`src/chained_packet_deframer_core_assert.svh`:
```
// Assertion helpers used by the deframer frame controller.
`ifndef CHAINED_PACKET_DEFRAMER_CORE_ASSERT_SVH
`define CHAINED_PACKET_DEFRAMER_CORE_ASSERT_SVH

// Condition holds on every clock edge out of reset.
`define CPD_ASSERT_ALWAYS(lbl, clk, rst_n, cond, msg) \
    lbl: assert property (@(posedge clk) disable iff (!(rst_n)) (cond)) else $error(msg);

// Consequent holds in the same cycle as the antecedent.
`define CPD_ASSERT_IMP(lbl, clk, rst_n, ante, cons, msg) \
    lbl: assert property (@(posedge clk) disable iff (!(rst_n)) (ante) |-> (cons)) \
        else $error(msg);

// Consequent holds in the cycle after the antecedent.
`define CPD_ASSERT_NEXT(lbl, clk, rst_n, ante, cons, msg) \
    lbl: assert property (@(posedge clk) disable iff (!(rst_n)) (ante) |=> (cons)) \
        else $error(msg);

`endif

```
`src/cpd_pkg.sv`:
```
package cpd_pkg;

    localparam int BYTE_W    = 8;
    localparam int LEN_W     = 24;
    localparam int TOT_W     = 32;
    localparam int HDR_BYTES = 4;
    localparam int HDR_CNT_W = $clog2(HDR_BYTES + 1);

    localparam logic [HDR_CNT_W-1:0] HDR_DONE        = HDR_CNT_W'(HDR_BYTES);
    localparam logic [LEN_W-1:0]     CHUNK_LIMIT_RST = '1;
    localparam logic [TOT_W-1:0]     TOT_MAX         = '1;

    typedef enum logic [1:0] {
        ST_OK        = 2'd0,
        ST_READ_FAIL = 2'd1,
        ST_TOO_LARGE = 2'd2
    } t_status;

    typedef struct packed {
        logic              valid;
        logic [BYTE_W-1:0] payload_byte;
        logic              byte_valid;
        logic              last;
        logic [BYTE_W-1:0] seq_num;
        logic [TOT_W-1:0]  packet_length;
        t_status           status;
    } t_result;

endpackage

```
`src/cpd_frame_ctrl.sv`:
```
`include "chained_packet_deframer_core_assert.svh"

module cpd_frame_ctrl (
    input  logic                       i_clk,
    input  logic                       i_rst_n,
    input  logic                       i_step,
    input  logic [cpd_pkg::BYTE_W-1:0] i_data_byte,
    input  logic                       i_link_error,
    input  logic [cpd_pkg::LEN_W-1:0]  i_chunk_limit,
    output cpd_pkg::t_result           o_result
);
    import cpd_pkg::*;

    logic [HDR_CNT_W-1:0] r_header_count, n_header_count;
    logic [LEN_W-1:0]     r_chunk_length, n_chunk_length;
    logic [LEN_W-1:0]     r_bytes_left,   n_bytes_left;
    logic [BYTE_W-1:0]    r_last_sequence, n_last_sequence;
    logic                 r_in_chain,     n_in_chain;
    logic [TOT_W-1:0]     r_total_count,  n_total_count;

    logic                 w_in_payload;
    logic [HDR_CNT_W-1:0] w_hdr_pos;
    logic [TOT_W-1:0]     w_total_inc;

    assign w_in_payload = (r_header_count == HDR_DONE) && (r_bytes_left != '0);
    assign w_hdr_pos    = (r_header_count >= HDR_DONE) ? '0 : r_header_count;
    assign w_total_inc  = (r_total_count == TOT_MAX) ? r_total_count
                                                      : r_total_count + 1'b1;

    always_comb begin
        n_header_count  = r_header_count;
        n_chunk_length  = r_chunk_length;
        n_bytes_left    = r_bytes_left;
        n_last_sequence = r_last_sequence;
        n_in_chain      = r_in_chain;
        n_total_count   = r_total_count;

        o_result         = '0;
        o_result.seq_num = r_last_sequence;
        o_result.status  = ST_OK;

        if (i_link_error) begin
            // drop the packet so far and expect a fresh header
            n_header_count = '0;
            n_chunk_length = '0;
            n_bytes_left   = '0;
            n_in_chain     = 1'b0;
            n_total_count  = '0;
            o_result.valid  = 1'b1;
            o_result.last   = 1'b1;
            o_result.status = ST_READ_FAIL;
        end else if (w_in_payload) begin
            n_total_count         = w_total_inc;
            n_bytes_left          = r_bytes_left - 1'b1;
            o_result.valid        = 1'b1;
            o_result.byte_valid   = 1'b1;
            o_result.payload_byte = i_data_byte;
            if (r_bytes_left == LEN_W'(1)) begin
                n_header_count = '0;
                n_chunk_length = '0;
                if (!r_in_chain) begin
                    n_in_chain             = 1'b0;
                    n_total_count          = '0;
                    o_result.last          = 1'b1;
                    o_result.packet_length = w_total_inc;
                end
            end
        end else begin
            case (w_hdr_pos)
                HDR_CNT_W'(0): begin
                    n_chunk_length = LEN_W'(i_data_byte);
                    n_header_count = HDR_CNT_W'(1);
                end
                HDR_CNT_W'(1): begin
                    n_chunk_length[15:8] = i_data_byte;
                    n_header_count       = HDR_CNT_W'(2);
                end
                HDR_CNT_W'(2): begin
                    n_chunk_length[23:16] = i_data_byte;
                    n_header_count        = HDR_CNT_W'(3);
                end
                default: begin
                    // sequence byte closes the header
                    n_last_sequence  = i_data_byte;
                    o_result.seq_num = i_data_byte;
                    n_header_count   = HDR_DONE;
                    if (!r_in_chain && (r_chunk_length > i_chunk_limit)) begin
                        n_header_count  = '0;
                        n_chunk_length  = '0;
                        n_bytes_left    = '0;
                        n_in_chain      = 1'b0;
                        n_total_count   = '0;
                        o_result.valid  = 1'b1;
                        o_result.last   = 1'b1;
                        o_result.status = ST_TOO_LARGE;
                    end else if (r_chunk_length == '0) begin
                        n_header_count         = '0;
                        n_bytes_left           = '0;
                        n_in_chain             = 1'b0;
                        n_total_count          = '0;
                        o_result.valid         = 1'b1;
                        o_result.last          = 1'b1;
                        o_result.packet_length = r_total_count;
                    end else begin
                        n_in_chain   = (r_chunk_length == i_chunk_limit);
                        n_bytes_left = r_chunk_length;
                    end
                end
            endcase
        end
    end

    always_ff @(posedge i_clk) begin
        if (!i_rst_n) begin
            r_header_count  <= '0;
            r_chunk_length  <= '0;
            r_bytes_left    <= '0;
            r_last_sequence <= '0;
            r_in_chain      <= 1'b0;
            r_total_count   <= '0;
        end else if (i_step) begin
            r_header_count  <= n_header_count;
            r_chunk_length  <= n_chunk_length;
            r_bytes_left    <= n_bytes_left;
            r_last_sequence <= n_last_sequence;
            r_in_chain      <= n_in_chain;
            r_total_count   <= n_total_count;
        end
    end

    `CPD_ASSERT_ALWAYS(a_hdr_count_range, i_clk, i_rst_n, r_header_count <= HDR_DONE, "header count out of range")
    `CPD_ASSERT_IMP(a_payload_has_bytes, i_clk, i_rst_n, r_header_count == HDR_DONE, r_bytes_left != '0, "payload phase with no bytes left")
    `CPD_ASSERT_IMP(a_error_is_last, i_clk, i_rst_n, o_result.valid && (o_result.status != ST_OK), o_result.last && !o_result.byte_valid, "error result must be last with no byte")
    `CPD_ASSERT_NEXT(a_link_error_restart, i_clk, i_rst_n, i_step && i_link_error, (r_header_count == '0) && (r_total_count == '0) && !r_in_chain, "link error must restart the deframer")

endmodule

```
`src/chained_packet_deframer_core.sv`:
```
// Chained packet deframer. Takes one received byte per input transfer and strips
// length-prefixed framing: each chunk opens with a four-byte header (24-bit chunk
// length, least significant byte first, then a sequence byte), and every payload
// byte that follows comes out as one result transfer. A chunk whose length equals
// the chunk limit register chains to the next header, and the chained chunks form
// one logical packet; its final result carries last, the latest sequence byte and
// the total payload length, saturating at 2^32-1. A zero-length chunk ends the
// packet with one result that has no byte. A first chunk longer than the limit
// yields a single "too large" result, and a link error on an accepted byte yields
// a "read failed" result; both drop the packet and return to header hunting. Other
// header bytes give no result. The block sustains one byte per clock: the decode
// for a byte is combinational logic from the state registers into the output
// register, so the result appears in the cycle after its byte is accepted, and
// input is held off only while the output register is full and not taken.
// Write the chunk limit (reset 0xFFFFFF) only while the block is idle.
module chained_packet_deframer_core (
    input  logic                       i_clk,
    input  logic                       i_rst_n,

    // byte input channel
    input  logic                       i_in_valid,
    output logic                       o_in_ready,
    input  logic [cpd_pkg::BYTE_W-1:0] i_data_byte,
    input  logic                       i_link_error,

    // result channel
    output logic                       o_out_valid,
    input  logic                       i_out_ready,
    output logic [cpd_pkg::BYTE_W-1:0] o_payload_byte,
    output logic                       o_byte_valid,
    output logic                       o_last,
    output logic [cpd_pkg::BYTE_W-1:0] o_sequence_res,
    output logic [cpd_pkg::TOT_W-1:0]  o_packet_length,
    output logic [1:0]                 o_status,

    // chunk limit write channel
    input  logic                       i_cfg_valid,
    output logic                       o_cfg_ready,
    input  logic [cpd_pkg::LEN_W-1:0]  i_cfg_chunk_limit
);
    import cpd_pkg::*;

    logic [LEN_W-1:0] r_chunk_limit;
    logic             r_out_valid;
    t_result          r_out;
    t_result          w_result;
    logic             w_step;

    // The limit register always takes a write in the cycle it is offered.
    assign o_cfg_ready = 1'b1;

    always_ff @(posedge i_clk) begin
        if (!i_rst_n) begin
            r_chunk_limit <= CHUNK_LIMIT_RST;
        end else if (i_cfg_valid) begin
            r_chunk_limit <= i_cfg_chunk_limit;
        end
    end

    // Accept a byte whenever the output register is empty or drains this cycle.
    assign o_in_ready = !r_out_valid || i_out_ready;
    assign w_step     = i_in_valid && o_in_ready;

    cpd_frame_ctrl u_frame_ctrl (
        .i_clk         (i_clk),
        .i_rst_n       (i_rst_n),
        .i_step        (w_step),
        .i_data_byte   (i_data_byte),
        .i_link_error  (i_link_error),
        .i_chunk_limit (r_chunk_limit),
        .o_result      (w_result)
    );

    // Output register: load a fresh result, otherwise drop the old one once taken.
    always_ff @(posedge i_clk) begin
        if (!i_rst_n) begin
            r_out_valid <= 1'b0;
        end else if (w_step && w_result.valid) begin
            r_out_valid <= 1'b1;
        end else if (i_out_ready) begin
            r_out_valid <= 1'b0;
        end
    end

    // Payload needs no reset; hold it until the next result replaces it.
    always_ff @(posedge i_clk) begin
        if (w_step && w_result.valid) begin
            r_out <= w_result;
        end
    end

    assign o_out_valid     = r_out_valid;
    assign o_payload_byte  = r_out.payload_byte;
    assign o_byte_valid    = r_out.byte_valid;
    assign o_last          = r_out.last;
    assign o_sequence_res  = r_out.seq_num;
    assign o_packet_length = r_out.packet_length;
    assign o_status        = r_out.status;

endmodule
```
`config.mk`:
```
export PLATFORM = sky130hd
export DESIGN_NAME = chained_packet_deframer_core
export DESIGN_NICKNAME = d
export VERILOG_FILES = /design/src/cpd_pkg.sv /design/src/cpd_frame_ctrl.sv /design/src/chained_packet_deframer_core.sv
export VERILOG_INCLUDE_DIRS = /design/src /design/src/src
export SDC_FILE = /design/constraint.sdc
export NUM_CORES = 1
export LEC_CHECK = 0
export ABC_AREA = 1
export BUFFER_PORTS_ARGS = -buffer_cell sky130_fd_sc_hd__buf_2
export CORE_ASPECT_RATIO = 1.1
export CORE_MARGIN = 2
export CORE_UTILIZATION = 54
export DETAILED_ROUTE_END_ITERATION = 16
export PLACE_DENSITY = 0.84
export SYNTH_ARGS = -nofsm -noshare
export SYNTH_HDL_FRONTEND = slang
export SYNTH_HIERARCHICAL = 1
export SYNTH_SLANG_ARGS = --single-unit
```
`constraint.sdc`:
```
create_clock -name i_clk -period 15.1 [get_ports i_clk]
set_input_delay 1.51 -clock i_clk [delete_from_list [all_inputs] [get_ports i_clk]]
set_output_delay 1.51 -clock i_clk [all_outputs]
set_load 0.02 [all_outputs]
```
==> impl_metrics.py, run 1 <==
metrics = {
    "status": {
        "status": "finished, final reports clean",
    },
    "yosys": {
        "avgSynthCellArea_sq_um": 6.87,
        "syn_inst": 1438,
        "ys.flop_type": "dfxtp_1",
        "synth-async-reset-ratio_pct": 0,
        "syn_area_sq_um": 9880,
        "synth_edf_count": 52,
        "netlist-cell-type-count": 43,
        "syn_nets": 1504,
        "ys_warn_count": 6,
        "ys_seq_area_share_pct": 39.5,
        "ys_ff_latch": 169,
    },
    "setup_path": {
        "setup.worst_path.end_class": "flop",
        "critPathMaxFanout": 50,
        "cp_data_arrival_time_ns": 3.77,
        "cp.required_ns": 15.18,
        "path_class": "primary input to flop",
        "start_kind": "primary input",
    },
    "placement": {
        "place.port_buffers": 91,
        "dp_hpwl_mm": 17.4,
        "place_congestion": 0.937,
    },
    "floorplan": {
        "ioPinCount": 93,
        "die_area_sq_um": 19400,
        "die-height_microns": 146,
        "core_area_sq_um": 17800,
        "rows": 51,
        "initial_utilization_pct": 55.5,
        "die_w_microns": 133,
    },
    "clock_network": {
        "clk_pin_slew_ns": 0.06,
        "htreeDepth": 4,
        "numCtsBuffers": 17,
        "cts_root_buf": "clkbuf_16",
        "hold_buffers": 0,
        "post_cts.repair.setup_buffers": 0,
        "clk_latency_ns": 0.45,
        "cts_resized": 0,
        "cts_tree": "built",
        "cts_sinks": 169,
        "clockBufferDepth": 2,
    },
    "timing": {
        "hold_slack_ns": 0.449,
        "fin_crit_sh_pct": 24.4,
        "rsz0062_at_grt": "false",
        "worst_slew_pin_slew_ns": 0.933,
        "finalCriticalPeriod_ns": 3.69,
        "fmax_ghz": 0.271,
        "slew_violations": 0,
        "timing.final.setup_violations": 0,
        "slew_headroom_pct": 37.7,
        "final_hold_viol_count": 0,
        "fin_worst_skew_ns": 0.0228,
        "setup_tns_ns": 0,
    },
    "route": {
        "met1Wirelength_mm": 10.1,
        "drt_iter0_drc": 915,
        "firstDrtPassIters": 8,
        "drc": 0,
        "final_antenna_net_count": 0,
        "vias_per_cell": 5.37,
        "dr.max_layer_used": "met4",
        "wl_met2_mm": 12.3,
        "wl_mm": 24.8,
        "wire_per_inst_microns": 14.2,
        "vias": 9379,
        "route.met3.wl_mm": 1.33,
    },
    "final_layout": {
        "drive_above_1_share_pct": 12.7,
        "area_delta_synth_final_pct": 10.5,
        "finish.net_count": 1561,
        "diodes": 0,
    },
    "global_route": {
        "grt_pass1_wl_mm": 41.0,
        "grt_max_degree": 62,
        "first_global_vias": 8901,
        "grt-ovfl-total": 0,
        "antenna_found_initial": 0,
        "track_usage_pct": 26.0,
    },
    "hold_path": {
        "holdCritPathClass": "flop to flop",
    },
    "power_and_ir_drop": {
        "peakVddDrop_uv": 86.3,
        "p_leak_uw": 0.00506,
        "p_total_uw": 1110,
        "p_per_area_nw_per_um2": 102,
    },
    "run": {
        "cap_violations": 0,
    },
}
-- worst paths after layout --
kind / slack [ns] / depth (start not counted) / startpoint / to
setup / recovery: 11.41 / 11 / i_link_error / o_status[0]
hold reg to reg: 0.45 / 2 / u_frame_ctrl/r_last_sequence[6] / u_frame_ctrl/r_last_sequence[6]
setup reg to reg: 11.75 / 15 / u_frame_ctrl/r_chunk_length[21] / o_status[0]
hold / removal: 0.45 / 2 / u_frame_ctrl/r_last_sequence[6] / u_frame_ctrl/r_last_sequence[6]
-- metal layers --
| metal | global-route usage, % | vias up |
|---|---|---|
| met5 | 0 | - |
| met4 | 13.9 | 0 |
| met3 | 4.53 | 79 |
| met2 | 46.3 | 333 |
| met1 | 29.5 | 4270 |
| li1 | - | 4697 |
-- critical path, cell delays in order --
cell and delay, ns:
buf_2 0.07, buf_4 0.44, inv_1 0.23, nand2_1 0.16, inv_2 0.07, nand3_4 0.19
nand2_1 0.10, inv_1 0.06, inv_1 0.06, nor3_2 0.26, buf_4 0.57
-- cells in the mapped netlist, types with 5 or more instances --
| cell type | count | area (sq um) |
|---|---|---|
| xor2_1 | 20 | 175 |
| nand2_2 | 13 | 81.3 |
| nand2_1 | 472 | 1770 |
| nor2_1 | 210 | 788 |
| a21oi_1 | 101 | 505 |
| ha_1 | 28 | 350 |
| nand2_4 | 5 | 56.3 |
| inv_1 | 113 | 424 |
| buf_6 | 10 | 113 |
| nand4_1 | 12 | 75.1 |
| o21ai_0 | 31 | 155 |
| nand3_2 | 13 | 130 |
| clkbuf_1 | 15 | 56.3 |
| nand3_1 | 115 | 576 |
| buf_2 | 22 | 110 |
| edfxtp_1 | 52 | 1560 |
| buf_4 | 10 | 75.1 |
| xnor2_1 | 6 | 52.6 |
| nor2_2 | 8 | 50.1 |
| nor2_4 | 6 | 67.6 |
| nor4_1 | 6 | 37.5 |
| inv_2 | 13 | 48.8 |
| nor3_1 | 12 | 60.1 |
| dfxtp_1 | 117 | 2340 |
-- report_power, final --
part / leakage, uW / internal [uW] / switching [uW]
logic: 0.00333 / 51.1 / 101
registers: 0.00145 / 491 / 24.6
clock network: 0.000285 / 264 / 182
-- placed cells by master, fill, tap and decap left out, types with 2 or more instances in the layout --
cell type / n
nand2_1: 472
nor2_1: 210
dfxtp_1: 117
nand3_1: 115
inv_1: 113
a21oi_1: 101
buf_2: 91
edfxtp_1: 52
o21ai_0: 31
ha_1: 28
xor2_1: 20
clkbuf_16: 17
nand2_2: 13
nand3_2: 13
inv_2: 13
nand4_1: 12
nor3_1: 11
nor2_2: 8
buf_4: 6
nor2_4: 6
nor4_1: 6
xnor2_1: 6
nand2_4: 5
clkinv_1: 4
nor3_2: 3
inv_6: 3
clkbuf_1: 3
bufinv_16: 3
nand2b_1: 3
nand3b_1: 3
clkinv_2: 2
clkinvlp_4: 2
a21o_1: 2
or2_2: 2
-- stage by stage --
step / instance area, sq um / worst slack [ns] / cells / utilization [%]
after global placement: 10300 / 11.04 / 1714 / 57.9
after detailed placement: 10300 / 10.94 / 1714 / 57.9
after global routing: 10900 / 11.20 / 1746 / 61.3
after CTS: 10900 / 11.40 / 1746 / 61.3
after floorplan: 9880 / 8.59 / 1438 / -
final: 10900 / 11.41 / 1746 / 61.3
-- final cells by class --
type	count	area (sq um)
Clock inverter	11	145
Inverter	130	493
Fill cell	1591	6890
Timing Repair Buffer	97	500
Clock buffer	21	450
Tap cell	238	298
Multi-Input combinational cell	1080	5120
Sequential cell	169	3900
-- cells by family after synthesis --
family / after synthesis / share of synthesized area, %
AND/OR/NAND/NOR: 884 / 38.4
buffers and inverters: 189 / 8.77
flip-flops: 169 / 39.5
AO/OA/AOI/OAI: 141 / 7.41
adder cells (fa/ha/maj): 28 / 3.55
XOR/XNOR: 26 / 2.31
other: 1 / 0.0380
-- flip-flops by register name, indices dropped and copies added (netlist names), 8 cells and up --
name and flops:
o_payload_byte 8, o_sequence_res 8, o_packet_length 32, u_frame_ctrl/r_last_sequence 8
r_chunk_limit 24, u_frame_ctrl/r_chunk_length 24, u_frame_ctrl/r_bytes_left 24, u_frame_ctrl/r_total_count 32
Note: power is estimated with default switching activity, not from simulation.
==> run 2: changes to the inputs <==
- clock period: 15.1 -> 3.8 ns (I/O delays scaled with it)
==> impl_metrics.py, run 2 (synthesis gave the netlist of run 1 again) <==
metrics = {
    "setup_path": {
        "critPathMaxFanout": 51,
        "start_kind": "flop",
        "path_class": "flop to flop",
        "setup.worst_path.end_class": "flop",
        "cp.required_ns": 3.92,
        "cp_data_arrival_time_ns": 3.08,
    },
    "placement": {
        "pre_cts_ws_ns": 0.872,
        "place.port_buffers": 91,
        "place_congestion": 0.968,
        "dp_hpwl_mm": 18.3,
    },
    "timing": {
        "fmax_ghz": 0.338,
        "slew_violations": 0,
        "final_hold_viol_count": 0,
        "rsz0062_at_grt": "false",
        "setup_tns_ns": 0,
        "hold_slack_ns": 0.145,
        "fin_crit_sh_pct": 77.9,
        "slew_headroom_pct": 34.4,
        "fin_worst_skew_ns": 0.0122,
        "timing.final.setup_violations": 0,
        "worst_slew_pin_slew_ns": 0.984,
        "finalCriticalPeriod_ns": 2.96,
        "fin_ws_ns": 0.839,
    },
    "final_layout": {
        "fin_util_pct": 61.4,
        "multi_input_area_sq_um": 5120,
        "seq_area_sq_um": 3900,
        "diodes": 0,
        "fillCellCount": 1635,
        "final_cell_mix": "nand2_1, nor2_1, dfxtp_1",
        "finish.net_count": 1564,
        "area_delta_synth_final_pct": 10.7,
        "drive_above_1_share_pct": 13.0,
        "final_common_cell": "nand2_1",
    },
    "clock_network": {
        "clockBufferDepth": 2,
        "cts_root_buf": "clkbuf_16",
        "cts_sinks": 169,
        "hold_buffers": 0,
        "clk_latency_ns": 0.44,
        "post_cts.repair.setup_buffers": 0,
        "cts_resized": 0,
        "numCtsBuffers": 17,
        "clk_pin_slew_ns": 0.07,
        "htreeDepth": 4,
        "cts_tree": "built",
    },
    "status": {
        "status": "finished, final reports clean",
    },
    "floorplan": {
        "initial_utilization_pct": 55.5,
        "die-height_microns": 146,
        "core_area_sq_um": 17800,
        "die_w_microns": 133,
        "ioPinCount": 93,
        "rows": 51,
        "die_area_sq_um": 19400,
    },
    "power_and_ir_drop": {
        "seqPwrFrac_pct": 46.5,
        "swShare_pct": 29.6,
        "p_total_uw": 4390,
        "p_sw_uw": 1300,
        "p_per_area_nw_per_um2": 402,
        "p_comb_share_pct": 14.1,
        "power.internal_uw": 3090,
        "p_clk_share_pct": 39.4,
        "peakVddDrop_uv": 339,
        "p_leak_uw": 0.00508,
    },
    "global_route": {
        "first_global_vias": 8666,
        "grt_pass1_wl_mm": 41.9,
        "grt-ovfl-total": 0,
        "grt_max_degree": 91,
        "track_usage_pct": 26.6,
        "antenna_found_initial": 0,
    },
    "hold_path": {
        "holdCritPathClass": "primary input to flop",
    },
    "route": {
        "final_antenna_net_count": 0,
        "firstDrtPassIters": 6,
        "vias": 9491,
        "wl_mm": 25.8,
        "drt_iter0_drc": 1006,
        "wire_per_inst_microns": 14.8,
        "vias_per_cell": 5.43,
        "drc": 0,
    },
    "run": {
        "cap_violations": 0,
    },
}
run 2: cell types whose count changed in the layout (fill, tap and decap cells not counted), sizes merged:
cell	change
buf	+3
bufinv	-2
clkbuf	-3
clkinv	-1
clkinvlp	-1
inv	+7
run 2: per-layer routing:
layer | routed length (microns) | global-route usage (%)
met5 | 0 | 0
met4 | 1270 | 14.7
met3 | 1390 | 3.90
met2 | 12700 | 46.2
met1 | 10400 | 31.6
run 2: cell type report:
cell class | count | area share, %
Multi-Input combinational cell | 1080 | 46.8
Sequential cell | 169 | 35.7
Timing Repair Buffer | 100 | 4.90
Inverter | 130 | 4.51
Clock buffer | 18 | 3.93
Tap cell | 238 | 2.72
Clock inverter | 14 | 1.42
run 2: worst max-delay path, stage by stage (launching register included):
cell     delay (ns)
dfxtp_1        0.37
inv_1          0.06
ha_1           0.30
nand2_1        0.07
nor2_1         0.04
nand2_1        0.07
inv_1          0.05
nand3_1        0.06
nor2_1         0.06
nor2_1         0.24
nand2_4        0.24
nand3_4        0.26
nand2_1        0.11
inv_1          0.06
inv_1          0.06
nor3_4         0.24
buf_12         0.31
run 2: final timing paths:
check / startpoint / endpoint / slack (ns) / cells after the start
worst max-delay path: r_chunk_limit[21] / o_packet_length[23] / 0.84 / 16
worst min-delay path: i_cfg_chunk_limit[20] / r_chunk_limit[20] / 0.15 / 3
worst max register to register: r_chunk_limit[21] / o_packet_length[23] / 0.84 / 16
worst min register to register: r_chunk_limit[14] / r_chunk_limit[14] / 0.46 / 2
run 2: power groups by stage:
| stage | combinational [uW] | clock (uW) | sequential, uW |
|---|---|---|---|
| global placement | 594 | 0 | 2080 |
| CTS | 614 | 1750 | 2040 |
| floorplan | 449 | 0 | 2080 |
| detailed placement | 609 | 0 | 2080 |
| finish | 619 | 1730 | 2040 |
| global route | 696 | 1820 | 2050 |
run 2: stage by stage:
step | instances | cell area [sq um]
2_1_floorplan | 1438 | 9890
3_3_place_gp | 1717 | 10300
3_5_place_dp | 1717 | 10300
4_1_cts | 1749 | 10900
5_1_grt | 1749 | 10900
6_report | 1749 | 10900
==> run 3: changes to the inputs <==
- PLACE_DENSITY: 0.84 -> 0.87
- clock period: 3.8 -> 2.7 ns (I/O delays scaled with it)
==> impl_metrics.py, run 3 (synthesis gave the netlist of run 1 again) <==
metrics = {
    "route": {
        "vias_per_cell": 5.43,
        "firstDrtPassIters": 5,
        "wl_mm": 25.6,
        "vias": 9598,
        "wire_per_inst_microns": 14.5,
        "final_antenna_net_count": 0,
        "drc": 0,
        "drt_iter0_drc": 790,
    },
    "power_and_ir_drop": {
        "p_comb_share_pct": 14.8,
        "swShare_pct": 28.8,
        "seqPwrFrac_pct": 45.6,
        "p_clk_share_pct": 39.6,
        "p_per_area_nw_per_um2": 562,
        "p_sw_uw": 1810,
        "p_leak_uw": 0.00520,
        "p_total_uw": 6270,
        "power.internal_uw": 4460,
        "peakVddDrop_uv": 450,
    },
    "setup_path": {
        "path_class": "flop to flop",
        "crit_slowest_cell": "nor2_1",
        "worst-path-buf-inv": 4,
        "cp.required_ns": 3.04,
        "critPathMaxFanout": 12,
        "crit_chain": "inv_2, nor2_1, inv_2, nor2_1, inv_1, nand3_2, nand2_4, nor2_1, buf_4, nand3_1, a21oi_1",
        "cp_data_arrival_time_ns": 2.81,
        "start_kind": "flop",
        "cp_top_family": "simple AND/OR/NAND/NOR gates",
        "setup.worst_path.end_class": "flop",
        "slowest_delay_ns": 0.63,
        "cpMostUsedCell": "nor2_1",
    },
    "floorplan": {
        "die_w_microns": 133,
        "die_area_sq_um": 19400,
        "core_area_sq_um": 17800,
        "initial_utilization_pct": 55.5,
        "ioPinCount": 93,
        "rows": 51,
        "die-height_microns": 146,
    },
    "clock_network": {
        "hold_buffers": 0,
        "clockBufferDepth": 2,
        "cts_resized": 0,
        "htreeDepth": 4,
        "post_cts.repair.setup_buffers": 0,
        "numCtsBuffers": 17,
        "clk_latency_ns": 0.43,
        "clk_pin_slew_ns": 0.07,
        "cts_sinks": 169,
        "cts_tree": "built",
        "cts_root_buf": "clkbuf_16",
    },
    "global_route": {
        "use_met1_pct": 30.5,
        "use_met3_pct": 4.70,
        "first_global_vias": 8900,
        "grt_use_met2_pct": 47.3,
        "grt_pass1_wl_mm": 42.2,
        "busiest_layer": "met2",
        "grt-ovfl-total": 0,
        "antenna_found_initial": 0,
        "grt_max_degree": 53,
        "track_usage_pct": 26.8,
    },
    "final_layout": {
        "finish.net_count": 1584,
        "multi_input_area_sq_um": 5150,
        "seq_area_sq_um": 3910,
        "final_common_cell": "nand2_1",
        "final_cells": 1769,
        "drive_above_1_share_pct": 15.1,
        "area_delta_synth_final_pct": 13.0,
        "diodes": 0,
        "final_cell_mix": "nand2_1, nor2_1, nand3_1",
        "fillCellCount": 1555,
    },
    "timing": {
        "finalCriticalPeriod_ns": 2.47,
        "timing.final.setup_violations": 0,
        "rsz0062_at_grt": "false",
        "fmax_ghz": 0.405,
        "fin_crit_sh_pct": 91.5,
        "slew_headroom_pct": 45.4,
        "worst_slew_pin_slew_ns": 0.816,
        "slew_violations": 0,
        "fin_worst_skew_ns": 0.00971,
        "final_hold_viol_count": 0,
    },
    "placement": {
        "place_congestion": 0.965,
        "place.port_buffers": 91,
        "dp_hpwl_mm": 18.2,
        "dp.cells": 1737,
    },
    "status": {
        "status": "finished, final reports clean",
    },
    "hold_path": {
        "holdCritPathClass": "primary input to flop",
    },
    "run": {
        "cap_violations": 0,
    },
}
## run 3: cell count changes in the layout (fill, tap and decap cells not counted), sizes merged
cell and change:
clkbuf +1, clkinv +1, inv -3, buf +20, clkinvlp +1
## run 3: final timing paths
path / start / endpoint / slack [ns] / cells past startpoint
worst max-delay path: u_frame_ctrl/r_header_count[0] / u_frame_ctrl/r_bytes_left[23] / 0.23 / 11
worst min-delay path: i_cfg_chunk_limit[8] / r_chunk_limit[8] / 0.04 / 3
worst max register to register: u_frame_ctrl/r_header_count[0] / u_frame_ctrl/r_bytes_left[23] / 0.23 / 11
worst min register to register: r_chunk_limit[23] / r_chunk_limit[23] / 0.45 / 2
## run 3: worst min-delay path, stage by stage
cell and delay (ns):
buf_2 0.07, nand2_1 0.04, nand3_1 0.06
## run 3: stage by stage
step	TNS (ns)	setup slack, ns	hold slack (ns)	area [sq um]	utilization (%)
after global placement	0	0.331	0.432	10600	59.3
after floorplan	-31.35	-0.603	0.392	9930	-
final	0	0.229	0.0393	11200	62.7
after detailed placement	0	0.287	0.434	10600	59.3
after CTS	0	0.271	0.0304	11200	62.7
after global routing	0	0.0446	0.0376	11200	62.7
## run 3: final cells by class
class,instances,area share (%)
clock buffer,19,4.26
multi-input combinational,1080,46.1
inverter,130,4.42
tap,238,2.67
timing repair buffer,120,6.37
sequential,169,35.0
clock inverter,13,1.14
## run 3: power groups by stage
stage / clock [uW] / combinational, uW / sequential (uW)
floorplan: 0 / 639 / 2920
global placement: 0 / 881 / 2910
detailed placement: 0 / 905 / 2910
CTS: 2510 / 917 / 2860
global route: 2620 / 1040 / 2880
finish: 2480 / 927 / 2860
## run 3: per-layer routing
layer  share of wire (%)  up-vias
met5                   0        -
met4                 4.6        0
met3                 6.1       81
met2                  50      425
met1                  39     4340
li1                    -     4752
